## config.mk

```make
export PLATFORM = sky130hd
export DESIGN_NAME = sqe_emit
export DESIGN_NICKNAME = d
export VERILOG_FILES = /design/src/rtl/sqe_pkg.sv /design/src/rtl/sqe_emit.sv
export SDC_FILE = /design/constraint.sdc
export NUM_CORES = 1
export LEC_CHECK = 0
export BUFFER_PORTS_ARGS = -buffer_cell sky130_fd_sc_hd__buf_2
export CORE_MARGIN = 3
export CORE_UTILIZATION = 60
export DETAILED_ROUTE_END_ITERATION = 10
export GPL_TIMING_DRIVEN = 0
export PLACE_DENSITY = 0.91
export SLEW_MARGIN = 5
export SYNTH_ARGS = -nofsm -noshare
export SYNTH_HDL_FRONTEND = slang
export SYNTH_SLANG_ARGS = --single-unit
```

## constraint.sdc

```tcl
create_clock -name clk -period 41.2 [get_ports clk]
set_input_delay 4.12 -clock clk [delete_from_list [all_inputs] [get_ports clk]]
set_output_delay 4.12 -clock clk [all_outputs]
set_load 0.01 [all_outputs]
```

## src/rtl/sqe_pkg.sv

```systemverilog
// ----------------------------------------------------------------------------
// sqe_pkg
// Shared types, widths and vertex ordering for the segment to quad extruder.
// ----------------------------------------------------------------------------
package sqe_pkg;

  localparam int COORD_W = 32;
  localparam int DIFF_W  = 33;
  localparam int NORM_W  = 31;
  localparam int THICK_W = 31;
  localparam int COLOR_W = 16;
  localparam int PROD_W  = 62;
  localparam int SQ_W    = 63;
  localparam int ROOT_W  = 32;
  localparam int DEN_W   = 33;
  localparam int NUM_W   = 63;
  localparam int MAG_W   = 31;
  localparam int N_W     = 33;
  localparam int IDX_W   = 3;

  localparam logic [IDX_W-1:0] VTX_FIRST = 3'd0;
  localparam logic [IDX_W-1:0] VTX_LAST  = 3'd5;

  typedef struct packed {
    logic signed [COORD_W-1:0] p1_x;
    logic signed [COORD_W-1:0] p1_y;
    logic signed [COORD_W-1:0] p1_z;
    logic signed [COORD_W-1:0] p2_x;
    logic signed [COORD_W-1:0] p2_y;
    logic signed [COORD_W-1:0] p2_z;
    logic [COLOR_W-1:0]        red;
    logic [COLOR_W-1:0]        green;
    logic [COLOR_W-1:0]        blue;
    logic                      nonzero;
    logic                      dy_pos;
    logic                      dx_neg;
  } seg_t;

  typedef struct packed {
    seg_t              seg;
    logic [PROD_W-1:0] num_x;
    logic [PROD_W-1:0] num_y;
  } side_t;

  // Vertices 2, 3 and 5 sit on the second endpoint.
  function automatic logic vtx_use_p2(input logic [IDX_W-1:0] k);
    return k inside {3'd2, 3'd3, 3'd5};
  endfunction

  // Vertices 1, 4 and 5 take the negated normal.
  function automatic logic vtx_neg(input logic [IDX_W-1:0] k);
    return k inside {3'd1, 3'd4, 3'd5};
  endfunction

  function automatic logic signed [COORD_W-1:0] sat32(input logic signed [33:0] v);
    logic signed [COORD_W-1:0] r;
    if (v[33:31] == 3'b000 || v[33:31] == 3'b111) begin
      r = v[31:0];
    end else if (v[33]) begin
      r = 32'sh8000_0000;
    end else begin
      r = 32'sh7FFF_FFFF;
    end
    return r;
  endfunction

endpackage

```

## src/rtl/sqe_emit.sv

```systemverilog
// ----------------------------------------------------------------------------
// sqe_emit
// Applies the normal signs and serializes six vertices through an output
// register.
// ----------------------------------------------------------------------------
module sqe_emit (
  input  logic                                clk,
  input  logic                                rst,
  input  logic                                tail_valid,
  input  sqe_pkg::seg_t                       tail_seg,
  input  logic [sqe_pkg::MAG_W-1:0]           mag_x,
  input  logic [sqe_pkg::MAG_W-1:0]           mag_y,
  output logic                                adv,
  input  logic                                out_stall,
  output logic                                out_valid,
  output logic signed [sqe_pkg::COORD_W-1:0]  vert_x,
  output logic signed [sqe_pkg::COORD_W-1:0]  vert_y,
  output logic signed [sqe_pkg::COORD_W-1:0]  vert_z,
  output logic [sqe_pkg::COLOR_W-1:0]         out_red,
  output logic [sqe_pkg::COLOR_W-1:0]         out_green,
  output logic [sqe_pkg::COLOR_W-1:0]         out_blue,
  output logic [sqe_pkg::IDX_W-1:0]           vertex_index,
  output logic                                last_vertex
);
  import sqe_pkg::*;

  logic                    busy;
  logic [IDX_W-1:0]        k;
  seg_t                    it;
  logic signed [N_W-1:0]   nx, ny;
  logic signed [N_W-1:0]   nx_next, ny_next;
  logic                    load_out, finish, take;
  logic                    use_p2, neg;
  logic signed [COORD_W-1:0] px, py;
  logic signed [33:0]      sx, sy;

  assign load_out = busy && (!out_valid || !out_stall);
  assign finish   = load_out && (k == VTX_LAST);
  assign take     = tail_valid && (!busy || finish);
  assign adv      = !tail_valid || take;

  always_comb begin
    nx_next = '0;
    ny_next = '0;
    if (tail_seg.nonzero) begin
      nx_next = tail_seg.dy_pos ? -$signed({2'b00, mag_x}) : $signed({2'b00, mag_x});
      ny_next = tail_seg.dx_neg ? -$signed({2'b00, mag_y}) : $signed({2'b00, mag_y});
    end
  end

  always_comb begin
    use_p2 = vtx_use_p2(k);
    neg    = vtx_neg(k);
    px     = use_p2 ? it.p2_x : it.p1_x;
    py     = use_p2 ? it.p2_y : it.p1_y;
    sx     = neg ? (34'(px) - 34'(nx)) : (34'(px) + 34'(nx));
    sy     = neg ? (34'(py) - 34'(ny)) : (34'(py) + 34'(ny));
  end

  always_ff @(posedge clk) begin
    if (rst) begin
      busy      <= 1'b0;
      k         <= VTX_FIRST;
      out_valid <= 1'b0;
    end else begin
      if (take) begin
        busy <= 1'b1;
        k    <= VTX_FIRST;
      end else if (finish) begin
        busy <= 1'b0;
      end else if (load_out) begin
        k <= k + 3'd1;
      end
      if (load_out) begin
        out_valid <= 1'b1;
      end else if (!out_stall) begin
        out_valid <= 1'b0;
      end
    end
  end

  always_ff @(posedge clk) begin
    if (take) begin
      it <= tail_seg;
      nx <= nx_next;
      ny <= ny_next;
    end
    if (load_out) begin
      vert_x       <= sat32(sx);
      vert_y       <= sat32(sy);
      vert_z       <= use_p2 ? it.p2_z : it.p1_z;
      out_red      <= it.red;
      out_green    <= it.green;
      out_blue     <= it.blue;
      vertex_index <= k;
      last_vertex  <= (k == VTX_LAST);
    end
  end

endmodule
```

== Yosys cells after proc, flatten, opt, wreduce, memory -nomap -nowiden ==
Cells that the tools add are included.
Operators by class
  add/subtract/negate cells: 7
  equality and inequality tests: 8
  mux-type cells: 15
  bitwise gates (word level): 1
  reductions and logical operators: 21
Operators with widths (number)
  $mux W32: 7
  $add A32 B33 Y34: 2
  $mux W34: 2
  $sub A32 B33 Y34: 2
  $neg A31 Y33: 2
  $mux W31: 2
  $eq A3 B3 Y1 const B: 4
  $eq A3 B2 Y1 const B: 2
  $logic_not A3 Y1: 2
  $reduce_and A2 Y1: 3
  $reduce_bool A3 Y1: 2
  $logic_or A1 B1 Y1: 5
  $logic_not A1 Y1: 4
  $mux W1: 4
  $add A3 B1 Y3 const B: 1
  $eq A3 B1 Y1 const B: 1
  $logic_and A1 B1 Y1: 3
  $ne A2 B1 Y1 const B: 1
  $reduce_bool A2 Y1: 1
  $reduce_or A2 Y1: 1
  $not A1 Y1: 1
Word-level totals
  bits in registers: 459
  output and inout port bits: 150
  word-level logic and storage cells: 76

== Logic depth before layout (Yosys ltp) ==
  word-level depth: 8
  mapped depth: 22
  mapped depth without buffers: 19

== Least setup slack after synthesis ==
No wires, ideal clock.
  kind: input to register
  from: input out_stall
  to: register k[0]
  library setup time: 0.136 ns
  data arrival time: 19.179 ns
  slack: 21.885 ns
  stages on the path: 5
  path buffers: 0
  cell sequence: nand2_1 a21boi_0 nor2b_1 or2_2 nor2_1
Between the ends
  cells in the longest elaborated chain, start to end: 7
Ends and longest elaborated chain
  from (decl): line sqe_emit.sv:14  | input logic out_stall,
  $logic_not A1 Y1
  $logic_or A1 B1 Y1: line sqe_emit.sv:37  | assign load_out = busy && (!out_valid || !out_stall);
  $logic_and A1 B1 Y1: line sqe_emit.sv:37
  $logic_and A1 B1 Y1: line sqe_emit.sv:38  | assign finish = load_out && (k == VTX_LAST);
  $logic_or A1 B1 Y1: line sqe_emit.sv:39  | assign take = tail_valid && (!busy || finish);
  $logic_and A1 B1 Y1: line sqe_emit.sv:39
  named net take: line sqe_emit.sv:32  | logic load_out, finish, take;
  $reduce_or A2 Y1 (no line)
  to (signal assigned): line sqe_emit.sv:72  | k <= k + 3'd1;
  to (decl): line sqe_emit.sv:28  | logic [IDX_W-1:0] k;
The timed path passes the listed nets, and every way through them passes these cells.
A chain may end at the register's enable or synchronous reset.

== Final worst setup path ==
  from: input out_stall
  to: output adv
Between the ends
  cells in the longest elaborated chain, start to end: 7
Ends and longest elaborated chain
  $logic_not A1 Y1
  $logic_or A1 B1 Y1: line sqe_emit.sv:37
  $logic_and A1 B1 Y1: line sqe_emit.sv:37
  $logic_and A1 B1 Y1: line sqe_emit.sv:38
  $logic_or A1 B1 Y1: line sqe_emit.sv:39
  $logic_and A1 B1 Y1: line sqe_emit.sv:39
  $logic_or A1 B1 Y1: line sqe_emit.sv:40  | assign adv = !tail_valid || take;
  to (decl): line sqe_emit.sv:13  | output logic adv,
Every way passes these cells.

==> flow_metrics.tcl <==
set metrics [dict create \
    status "finished clean" \
    insertion_delay_ps 590 \
    area_growth_pct 20.0 \
    ant_nets 0 \
    path_buf_inv 2 \
    grt_max_degree 59 \
    num-fill-cells 2310 \
    ys_top_cells_by_area "edfxtp_1 61%, xnor2_1 4.9%, mux2_2 4.7%, ha_1 4.2%, a21o_1 2.9%" \
    synth_area_um2 22300 \
    cts-root-buf "clkbuf_16" \
    antenna_found_initial 4 \
    cp_slowest_cell "a21boi_0" \
    grt.overflow.total 0 \
    hp-start "it[33]$_DFFE_PP_" \
    yosys.area.top_type "edfxtp_1" \
    synth-seq-cells 459 \
    grt.total_usage_pct 29.7 \
    crit_required_ps 37080 \
    hold_violations 0 \
    reg2reg_to "vert_x[3]$_DFFE_PP_" \
    path_clk_slew_ps 60 \
    final.setup.tns_ps 0 \
    cts_hold_buf 0 \
    start_kind "primary input" \
    dp_hpwl_mm 45.5 \
    cts-resized-gates 0 \
    p_total_mw 1.27 \
    crit_type "in -> out" \
    max_stage_delay_ps 580 \
    maxSlewHeadroom_pct 25.5 \
    grt_pass1_vias 15700 \
    die_area_um2 39600 \
    critPathTopFamily "compound AO/OA/AOI/OAI gates" \
    timing.final.crit_period_ps 9330 \
    p_leak_nw 10.6 \
    htreeDepth 2 \
    drtPass1Iterations 6 \
    ioPinCount 459 \
    fin_nets 2582 \
    fp-row-count 70 \
    cts_tree "built" \
    port_buffers 457 \
    synth_cell_types 64 \
    min_to "out_green[14]$_DFFE_PP_" \
    r2r_start "k[1]$_SDFFE_PP0P_" \
    yosys.area.top_type_share_pct 61.1 \
    tightest_slew_ps 1120 \
    drt_iter0_drc 1374 \
    critPathMaxFanout 3 \
    synth-edff-count 454 \
    wl_per_cell_um 22.4 \
    yosysMostFrequentCell "edfxtp_1" \
    async_flop_share_pct 0 \
    whs_ps 418 \
    path_cells "buf_2 > nand2_1 > a21boi_0 > nand2_1 > buf_2" \
    drc_errors 0 \
    arrival_ps 5210 \
    synth_fp_nets 2068 \
    wirelength_mm 60.7 \
    gp_congestion 0.939 \
    avgSynthCellArea_um2 13.3 \
    rsz0062_at_grt "false" \
    viasPerCell 5.92 \
    powerDensity_nw_per_um2 47.2 \
    final_core_util_pct 73.2 \
    synth_ff_type "edfxtp_1" \
    grt_pass1_wl_mm 90.1 \
    die_h_um 199 \
    core_um2 36600 \
    syn_inst 1682 \
    reg2reg_setup_slack_ps 33080 \
    post-route-period-util_pct 22.7 \
    ys_warn_count 0 \
    max_clock_freq_mhz 107 \
    finClkSkew_ps 15.1 \
    initial_core_util_pct 61.0 \
    hold_depth 0 \
    multi_input_area_um2 8230 \
    numCtsBuffers 44 \
    cap_violations 0 \
    via_count 16000 \
    hold_path.class "reg -> reg" \
    setup_viol 0 \
    drive_gt1_share_pct 29.2 \
    die_w_um 199 \
    seq_area_frac_synth_pct 61.5 \
    synth_commonest_cells "454 x edfxtp_1, 126 x xnor2_1, 104 x a21oi_1" \
    cts_setup_buffers 0 \
    drv_slew 0 \
    peakVddDrop_mv 0.0390 \
    cts.sinks 459 \
    reg2reg_depth 20 \
    cts_buffer_depth 3 \
    end_kind "primary output" \
    seq_area_um2 13700 \
]
-- kinds of logic after synthesis --
kind of cell | share of synthesized area [%]
fa+ha+maj | 4.38
flops | 61.5
mux | 4.97
buf+inv | 1.69
xor+xnor | 7.10
compound gates | 11.4
simple gates | 8.96
-- final cells by class --
class                           count  share of cell area, %
Buffer                             63                  0.892
Clock buffer                       58                   4.39
Tap cell                          468                   2.19
Antenna cell                        7                 0.0654
Clock inverter                     23                  0.607
Inverter                           37                  0.518
Timing Repair Buffer              468                   9.39
Multi-Input combinational cell   1123                   30.7
Sequential cell                   459                   51.3
-- per-stage QoR --
stage	instance area, µm²	worst slack [ps]	cells
2_1_floorplan	22300	21890	1682
3_3_place_gp	25200	17760	2607
3_5_place_dp	25400	31940	2618
4_1_cts	26800	31890	2699
5_1_grt	26800	31880	2702
6_report	26800	31870	2706
-- layer usage --
metal | share of wire [%] | global-route usage [%] | vias up
met5 | 0 | 0 | -
met3 | 9.2 | 5.42 | 137
met4 | 3.5 | 11.6 | 0
met1 | 38 | 38.8 | 7670
li1 | - | - | 7401
met2 | 49 | 49.8 | 805
-- worst reg2reg max path, stage by stage (launching register included) --
cell,delay (ps)
dfxtp_1,410
inv_1,90
ha_1,220
and2_0,230
a211oi_1,790
clkbuf_1,900
buf_1,730
mux2i_1,470
ha_1,250
inv_1,60
fa_1,410
a21oi_1,210
o221ai_1,240
a21oi_1,350
o221ai_1,310
a41oi_1,550
o21ai_0,270
a221oi_1,530
a21o_1,250
clkbuf_1,460
a31o_2,250
-- how the worst max path moves through the flow --
| stage | start | endpoint | depth (start not counted) |
|---|---|---|---|
| floorplan | out_stall | k[0]$_SDFFE_PP0P_ | 5 |
| global placement | out_stall | k[1]$_SDFFE_PP0P_ | 6 |
| detailed placement | out_stall | adv | 5 |
| CTS | out_stall | adv | 5 |
| global route | out_stall | adv | 5 |
| finish | out_stall | adv | 5 |
-- power by group --
part	switching [mW]	leakage, nW	internal (mW)
combinational	0.180	5.57	0.120
sequential	0.0148	4.37	0.570
clock	0.173	0.651	0.209
-- flip-flops by register name, indices dropped and copies added (netlist names) --
name          count
last_vertex       1
k                 3
out_red          16
vert_x           32
out_green        16
ny               33
out_valid         1
out_blue         16
busy              1
vert_z           32
vert_y           32
vertex_index      3
it              240
nx               33
-- placed cells by master (no fill, tap or decap), types with 12 or more instances in the layout --
master,netlist,final
a21o_1,85,85
a21oi_1,104,103
and2_1,67,66
buf_2,2,459
clkbuf_1,55,68
clkbuf_16,0,45
edfxtp_1,454,454
ha_1,75,75
inv_1,37,37
mux2_2,94,94
nand2_1,77,77
nand2b_1,12,12
nand3_1,23,23
nand4_1,14,14
nor2_1,69,69
nor3_1,19,19
o21a_1,14,14
o21ai_0,77,77
o31ai_1,29,29
o41ai_1,12,12
or2_2,12,12
or3_1,22,22
or4_1,12,12
xnor2_1,126,126
xor2_1,55,55
(Power assumes the default switching activity.)
